**src/design/b2d_pkg.sv**
```systemverilog
package b2d_pkg;

   // Opcode codes
   localparam logic OP_SIGNED   = 1'b0;
   localparam logic OP_UNSIGNED = 1'b1;

   // ASCII codes
   localparam logic [7:0] ASCII_ZERO  = 8'h30;
   localparam logic [7:0] ASCII_NINE  = 8'h39;
   localparam logic [7:0] ASCII_MINUS = 8'h2D;

   // Decimal place weights
   localparam logic [15:0] PLACE_10K = 16'd10000;
   localparam logic [15:0] PLACE_1K  = 16'd1000;
   localparam logic [15:0] PLACE_100 = 16'd100;
   localparam logic [15:0] PLACE_10  = 16'd10;

   // Characters per converted word: sign plus five digits
   localparam logic [2:0] CHAR_COUNT = 3'd6;

   // Tail of the digit pipeline, handed to the serializer
   typedef struct packed {
      logic       valid;
      logic       neg;
      logic [3:0] d4;
      logic [3:0] d3;
      logic [3:0] d2;
      logic [6:0] rem;
   } tail_type;

   // One decimal digit: nine parallel compares against k*place, then one subtract.
   // Called with a constant place, so the products fold away.
   // Returns {digit, remainder}.
   function automatic logic [19:0] dec_step(input logic [15:0] rem,
                                            input logic [15:0] place);
      logic [3:0]  dig;
      logic [15:0] r;
      logic [19:0] lim;
      dig = 4'd0;
      r   = rem;
      for (int k = 1; k <= 9; k++) begin
         lim = 20'(k) * {4'd0, place};
         if ({4'd0, rem} >= lim) begin
            dig = 4'(k);
            r   = 16'({4'd0, rem} - lim);
         end
      end
      return {dig, r};
   endfunction

endpackage

```
**src/design/b2d_convert.sv**
```systemverilog
// Five-stage digit pipeline: capture, magnitude, then one digit per stage.
module b2d_convert (
   input  logic               clock,
   input  logic               reset,
   input  logic               start,
   input  logic [15:0]        in_value,
   input  logic               in_opcode,
   output logic               busy,
   input  logic               sink_ready,
   output b2d_pkg::tail_type  tail
);

   logic [4:0]  valid_ff, valid_in;
   logic [4:0]  move;

   logic [15:0] value_ff;
   logic        opcode_ff;

   logic        neg1_ff, neg1_in;
   logic [15:0] mag1_ff, mag1_in;

   logic        neg2_ff;
   logic [3:0]  d4_2_ff;
   logic [13:0] rem2_ff;

   logic        neg3_ff;
   logic [3:0]  d4_3_ff, d3_3_ff;
   logic [9:0]  rem3_ff;

   logic        neg4_ff;
   logic [3:0]  d4_4_ff, d3_4_ff, d2_4_ff;
   logic [6:0]  rem4_ff;

   logic [19:0] step2, step3, step4;

   // a stage takes new contents when empty or when its own contents leave
   always_comb begin
      move[4] = !valid_ff[4] || sink_ready;
      move[3] = !valid_ff[3] || move[4];
      move[2] = !valid_ff[2] || move[3];
      move[1] = !valid_ff[1] || move[2];
      move[0] = !valid_ff[0] || move[1];
   end

   assign busy = !move[0];

   always_comb begin
      valid_in[0] = move[0] ? start       : valid_ff[0];
      valid_in[1] = move[1] ? valid_ff[0] : valid_ff[1];
      valid_in[2] = move[2] ? valid_ff[1] : valid_ff[2];
      valid_in[3] = move[3] ? valid_ff[2] : valid_ff[3];
      valid_in[4] = move[4] ? valid_ff[3] : valid_ff[4];
   end

   always_ff @(posedge clock) begin
      if (reset) begin
         valid_ff <= '0;
      end else begin
         valid_ff <= valid_in;
      end
   end

   // two's complement magnitude; 0x8000 gives 32768, still fits 16 bits
   always_comb begin
      neg1_in = (opcode_ff == b2d_pkg::OP_SIGNED) && value_ff[15];
      mag1_in = neg1_in ? (~value_ff + 16'd1) : value_ff;
   end

   assign step2 = b2d_pkg::dec_step(mag1_ff, b2d_pkg::PLACE_10K);
   assign step3 = b2d_pkg::dec_step({2'd0, rem2_ff}, b2d_pkg::PLACE_1K);
   assign step4 = b2d_pkg::dec_step({6'd0, rem3_ff}, b2d_pkg::PLACE_100);

   always_ff @(posedge clock) begin
      if (move[0]) begin
         value_ff  <= in_value;
         opcode_ff <= in_opcode;
      end
      if (move[1]) begin
         neg1_ff <= neg1_in;
         mag1_ff <= mag1_in;
      end
      if (move[2]) begin
         neg2_ff <= neg1_ff;
         d4_2_ff <= step2[19:16];
         rem2_ff <= step2[13:0];
      end
      if (move[3]) begin
         neg3_ff <= neg2_ff;
         d4_3_ff <= d4_2_ff;
         d3_3_ff <= step3[19:16];
         rem3_ff <= step3[9:0];
      end
      if (move[4]) begin
         neg4_ff <= neg3_ff;
         d4_4_ff <= d4_3_ff;
         d3_4_ff <= d3_3_ff;
         d2_4_ff <= step4[19:16];
         rem4_ff <= step4[6:0];
      end
   end

   always_comb begin
      tail.valid = valid_ff[4];
      tail.neg   = neg4_ff;
      tail.d4    = d4_4_ff;
      tail.d3    = d3_4_ff;
      tail.d2    = d2_4_ff;
      tail.rem   = rem4_ff;
   end

endmodule

```
**src/design/b2d_serial.sv**
```systemverilog
// Last two digits, then a six-character shift register.
module b2d_serial (
   input  logic              clock,
   input  logic              reset,
   input  b2d_pkg::tail_type tail,
   output logic              sink_ready,
   output logic              rsp_strobe,
   output logic [7:0]        rsp_character,
   output logic              rsp_last
);

   logic [2:0]  cnt_ff, cnt_in;
   logic [47:0] shift_ff, shift_in;
   logic        load;
   logic [19:0] step5;
   logic [7:0]  sign_char;

   // free now, or emitting its final beat this cycle
   assign sink_ready = (cnt_ff == 3'd0) || (cnt_ff == 3'd1);
   assign load       = tail.valid && sink_ready;

   assign step5     = b2d_pkg::dec_step({9'd0, tail.rem}, b2d_pkg::PLACE_10);
   assign sign_char = tail.neg ? b2d_pkg::ASCII_MINUS : b2d_pkg::ASCII_ZERO;

   always_comb begin
      cnt_in   = cnt_ff;
      shift_in = shift_ff;
      if (load) begin
         cnt_in   = b2d_pkg::CHAR_COUNT;
         shift_in = {sign_char,
                     b2d_pkg::ASCII_ZERO | {4'd0, tail.d4},
                     b2d_pkg::ASCII_ZERO | {4'd0, tail.d3},
                     b2d_pkg::ASCII_ZERO | {4'd0, tail.d2},
                     b2d_pkg::ASCII_ZERO | {4'd0, step5[19:16]},
                     b2d_pkg::ASCII_ZERO | {4'd0, step5[3:0]}};
      end else if (cnt_ff != 3'd0) begin
         cnt_in   = cnt_ff - 3'd1;
         shift_in = {shift_ff[39:0], 8'd0};
      end
   end

   always_ff @(posedge clock) begin
      if (reset) begin
         cnt_ff <= 3'd0;
      end else begin
         cnt_ff <= cnt_in;
      end
   end

   always_ff @(posedge clock) begin
      shift_ff <= shift_in;
   end

   assign rsp_strobe    = (cnt_ff != 3'd0);
   assign rsp_character = shift_ff[47:40];
   assign rsp_last      = (cnt_ff == 3'd1);

endmodule

```
**src/design/binary_to_decimal_ascii.sv**
```systemverilog
// The first character is shown once the word has passed the digit pipeline and loaded the serializer.
// The output serializer takes a new word as the six characters of the previous one finish; words
//   queue in the five-stage digit pipeline and busy rises only when it is full.
// The receiver cannot stall: each result beat stands for exactly one cycle.
// Reset (synchronous, active high) empties the pipeline and the serializer; no beat
//   is shown and busy is low in the cycle after reset.
module binary_to_decimal_ascii (
   input  logic        clock,
   input  logic        reset,
   // request channel: accepted when start && !busy
   input  logic        start,
   output logic        busy,
   input  logic [15:0] req_value,
   input  logic        req_opcode,
   // result channel: one character per strobe
   output logic        rsp_strobe,
   output logic [7:0]  rsp_character,
   output logic        rsp_last
);

   b2d_pkg::tail_type tail;
   logic              sink_ready;

   // Stage 0 captures the word, stage 1 forms sign and magnitude,
   // stages 2..4 peel off ten-thousands, thousands and hundreds.
   // Each stage holds its contents while the one after it is full and cannot move on.
   b2d_convert u_convert (
      .clock      (clock),
      .reset      (reset),
      .start      (start),
      .in_value   (req_value),
      .in_opcode  (req_opcode),
      .busy       (busy),
      .sink_ready (sink_ready),
      .tail       (tail)
   );

   // Tens and units are split off on load; the six characters then
   // shift out, sign first. A new word loads on the final beat of the
   // previous one, so runs follow each other without a gap.
   b2d_serial u_serial (
      .clock         (clock),
      .reset         (reset),
      .tail          (tail),
      .sink_ready    (sink_ready),
      .rsp_strobe    (rsp_strobe),
      .rsp_character (rsp_character),
      .rsp_last      (rsp_last)
   );

endmodule

```
**config.mk**
```make
export PLATFORM = sky130hd
export DESIGN_NAME = binary_to_decimal_ascii
export DESIGN_NICKNAME = d
export VERILOG_FILES = /design/src/design/b2d_pkg.sv /design/src/design/b2d_convert.sv /design/src/design/b2d_serial.sv /design/src/design/binary_to_decimal_ascii.sv
export SDC_FILE = /design/constraint.sdc
export NUM_CORES = 1
export LEC_CHECK = 0
export BUFFER_PORTS_ARGS = -buffer_cell sky130_fd_sc_hd__buf_4
export CORE_MARGIN = 4
export CORE_UTILIZATION = 50
export DETAILED_ROUTE_END_ITERATION = 8
export PLACE_DENSITY = 0.7
export SLEW_MARGIN = 30
export SYNTH_ARGS = -nofsm -noshare
export SYNTH_HDL_FRONTEND = slang
export SYNTH_SLANG_ARGS = --single-unit
```
**constraint.sdc**
```tcl
create_clock -name clock -period 6.62 [get_ports clock]
set_input_delay 0.993 -clock clock [delete_from_list [all_inputs] [get_ports clock]]
set_output_delay 0.993 -clock clock [all_outputs]
set_load 0.03 [all_outputs]
```
==> out/metrics.cfg <==
[drt]
firstDrtPassIters = 7
top_layer_used = met4
drc = 0
num_vias = 7830
route.met3.wl_um = 1820
wl_met1_um = 9430
drtIter0Drc = 1119
vias_per_cell = 6.48
met2_length_um = 10300
routed_wl_um = 22300
wl_per_cell_um = 18.5
antenna_left = 0

[sta]
fin_crit_ns = 3.66
clock_skew_ns = 0.0168
setup_viol = 0
rsz0062_at_grt = no
finalCritPeriodShare_pct = 55.3
slew_violations = 0
max_freq_mhz = 273
whs_ns = 0.419
report.final.hold_viol_count = 0
tightest_slew_ns = 0.884
relSlewSlack_pct = 40.8
fin_tns_setup_ns = 0

[clock_network]
cts-buffers-inserted = 17
cts_root_buf = clkbuf_16
clk_pin_slew_ns = 0.06
post_cts_buffers = 0
cts-hold-fix-buffers = 0
cts_tree = yes
insertion_delay_ns = 0.43
cts_num_sinks = 128
clk_path_buf_depth = 2
htreeDepth = 4
cts_repair_resize_count = 0

[critical_path]
r2r_slack_ns = 3.26
cp_max_fo = 19
critPathMaxStageDelay_ns = 0.51
end_kind = output pin
crit_type = reg -> out
critPathRequiredTime_ns = 5.63
path_cells = nor2_1 -> ha_1 -> nor2_1 -> and2_1 -> and3_1 -> nand3_1 -> buf_4 -> inv_1 -> buf_4
rr_startpoint = u_convert.rem2_ff[5]
r2r_end = u_convert.rem3_ff[3]
critPathSlowestCell = ha_1
critPathLaunchType = flip-flop
arrival_ns = 2.67
reg2reg_depth = 9

[power]
swShare_pct = 42.9
pwr-share-comb_pct = 44.6
ir_drop_uv = 296
power_mw = 4.27
p_leak_nw = 3.96
power_density_nw_per_um2 = 426
seq_power_share_pct = 34.2
switchingPower_mw = 1.83
p_int_mw = 2.44
clockPowerShare_pct = 21.2

[placed_design]
routabilityCongestion = 1.01
port_buffers = 28
dp_hpwl_um = 15600
place_area_sq_um = 9440

[yosys]
ys_warn_count = 0
synth_seq_area_share_pct = 40.3
synth_common_cells = edfxtp_1 (115), nand2_1 (100), a21oi_1 (74)
synth.most_common_cell = edfxtp_1
ys_async_sr_fraction_pct = 0
syn_area_sq_um = 9220
synth_ff_type = edfxtp_1
synth_top_cell_area_share_pct = 37.4
netlist_top_cells_area = edfxtp_1 (37%), ha_1 (7.2%), nand2_1 (4.1%)
ys_types = 100
ys_ff_latch = 128
synth_top_area_cell = edfxtp_1
synthCells = 975
syn_avg_cell_area_sq_um = 9.46
synth_edf_count = 115

[floorplanning]
design.core.area_sq_um = 18000
die_width_um = 144
fp.dieArea_sq_um = 20700
fp.dieH_um = 144
start_util_pct = 51.2
io-pin-count = 31
rows = 49

[min_path]
min_from = u_convert.d4_3_ff[1]
min_path_type = reg -> reg
whs_endpoint = u_convert.d4_4_ff[1]
holdPathStages = 0

[cells_and_area]
drive_gt1_share_pct = 10.7
fin_nets = 1039
fillerInstances = 1559
fin_area_sq_um = 10000
finish.utilization_pct = 55.6
antenna_cells = 0
syn2layout_area_growth_pct = 8.68

[global_routing]
grt_usage_pct = 22.0
grt_pass1_wl_um = 36500
globalRouteOverflowTotal = 0
grt_max_degree = 27
grt_pass1_vias = 7114
antenna_found_initial = 0

[flow_run]
maxCapViolCount = 0

[run_status]
status = completed

[critical path: cells and delay by family (launching register included)]
kind / cells / cell delay (ns)
buffers and inverters: 3 / 0.50
and+or+nand+nor: 5 / 0.90
DFF: 1 / 0.34
adders and majority gates: 1 / 0.51
[how the worst max path moves through the flow]
stage / startpoint / depth (start not counted) / end
global route: u_serial.cnt_ff[0] / 9 / busy
floorplan: u_serial.cnt_ff[0] / 6 / busy
finish: u_serial.cnt_ff[0] / 9 / busy
CTS: u_serial.cnt_ff[0] / 9 / busy
detailed placement: u_convert.rem2_ff[5] / 10 / u_convert.rem3_ff[6]
global placement: u_convert.rem2_ff[5] / 9 / u_convert.rem3_ff[3]
[placed cells by master (no fill, tap or decap), types with 23 or more instances in the layout]
| cell | n |
|---|---|
| o21ai_0 | 43 |
| a21oi_1 | 74 |
| nor3_1 | 23 |
| edfxtp_1 | 115 |
| buf_4 | 34 |
| nand2_1 | 100 |
| nand3_1 | 33 |
| inv_1 | 43 |
| xnor2_1 | 26 |
| nor2_1 | 70 |
| ha_1 | 53 |
[per-layer routing]
metal	GRT usage (%)	vias to the layer above
met5	0	-
met4	9.42	0
met3	4.36	79
met2	34.3	422
met1	29.9	3652
li1	-	3677
[cell families (layout without fill, tap and decap cells)]
group / after synthesis / in the layout / synth area share (%)
compound gates: 310 / 310 / 24.4
xor+xnor: 39 / 39 / 3.70
fa+ha+maj: 53 / 53 / 7.19
buf+inv: 109 / 112 / 5.43
flops: 128 / 128 / 40.3
mux: 13 / 13 / 1.48
other cells: 1 / 2 / 0.0407
simple gates: 322 / 322 / 17.5
[state kept, by name, summed over array words and instances, names as in the netlist, 3 cells and up]
register and flops:
u_serial.shift_ff 31, u_convert.mag1_ff 16, u_convert.value_ff 16, u_convert.rem2_ff 14
u_convert.rem3_ff 10, u_convert.rem4_ff 7, u_convert.valid_ff 5, u_convert.d2_4_ff 4
u_convert.d3_3_ff 4, u_convert.d3_4_ff 4, u_convert.d4_2_ff 3, u_convert.d4_3_ff 3
u_convert.d4_4_ff 3, u_serial.cnt_ff 3
[power by group through the flow]
stage | Sequential (mW) | Clock [mW] | Combinational, mW
3_5_place_dp | 1.46 | 0 | 1.84
5_1_grt | 1.49 | 0.963 | 2.10
2_1_floorplan | 1.24 | 0 | 1.61
6_report | 1.46 | 0.905 | 1.90
4_1_cts | 1.45 | 0.923 | 1.86
3_3_place_gp | 1.46 | 0 | 1.86
[area by class of cell]
type                    instances  area [sq um]  area share [%]
multi-input cells             739          5010            50.0
flip-flops and latches        128          3710            37.1
clock buffers                  24           514            5.13
well taps                     229           287            2.86
repair buffers                 34           255            2.55
inverters                      46           173            1.72
clock inverters                 8          65.1           0.649
[metrics by stage]
stage                     std cells  worst slack, ns
final                          1208             2.96
after global routing           1208             2.71
after CTS                      1208             2.94
after detailed placement       1176             3.40
after global placement         1176             3.39
after floorplan                 976             3.09
Note: power is estimated with default switching activity, not from simulation.
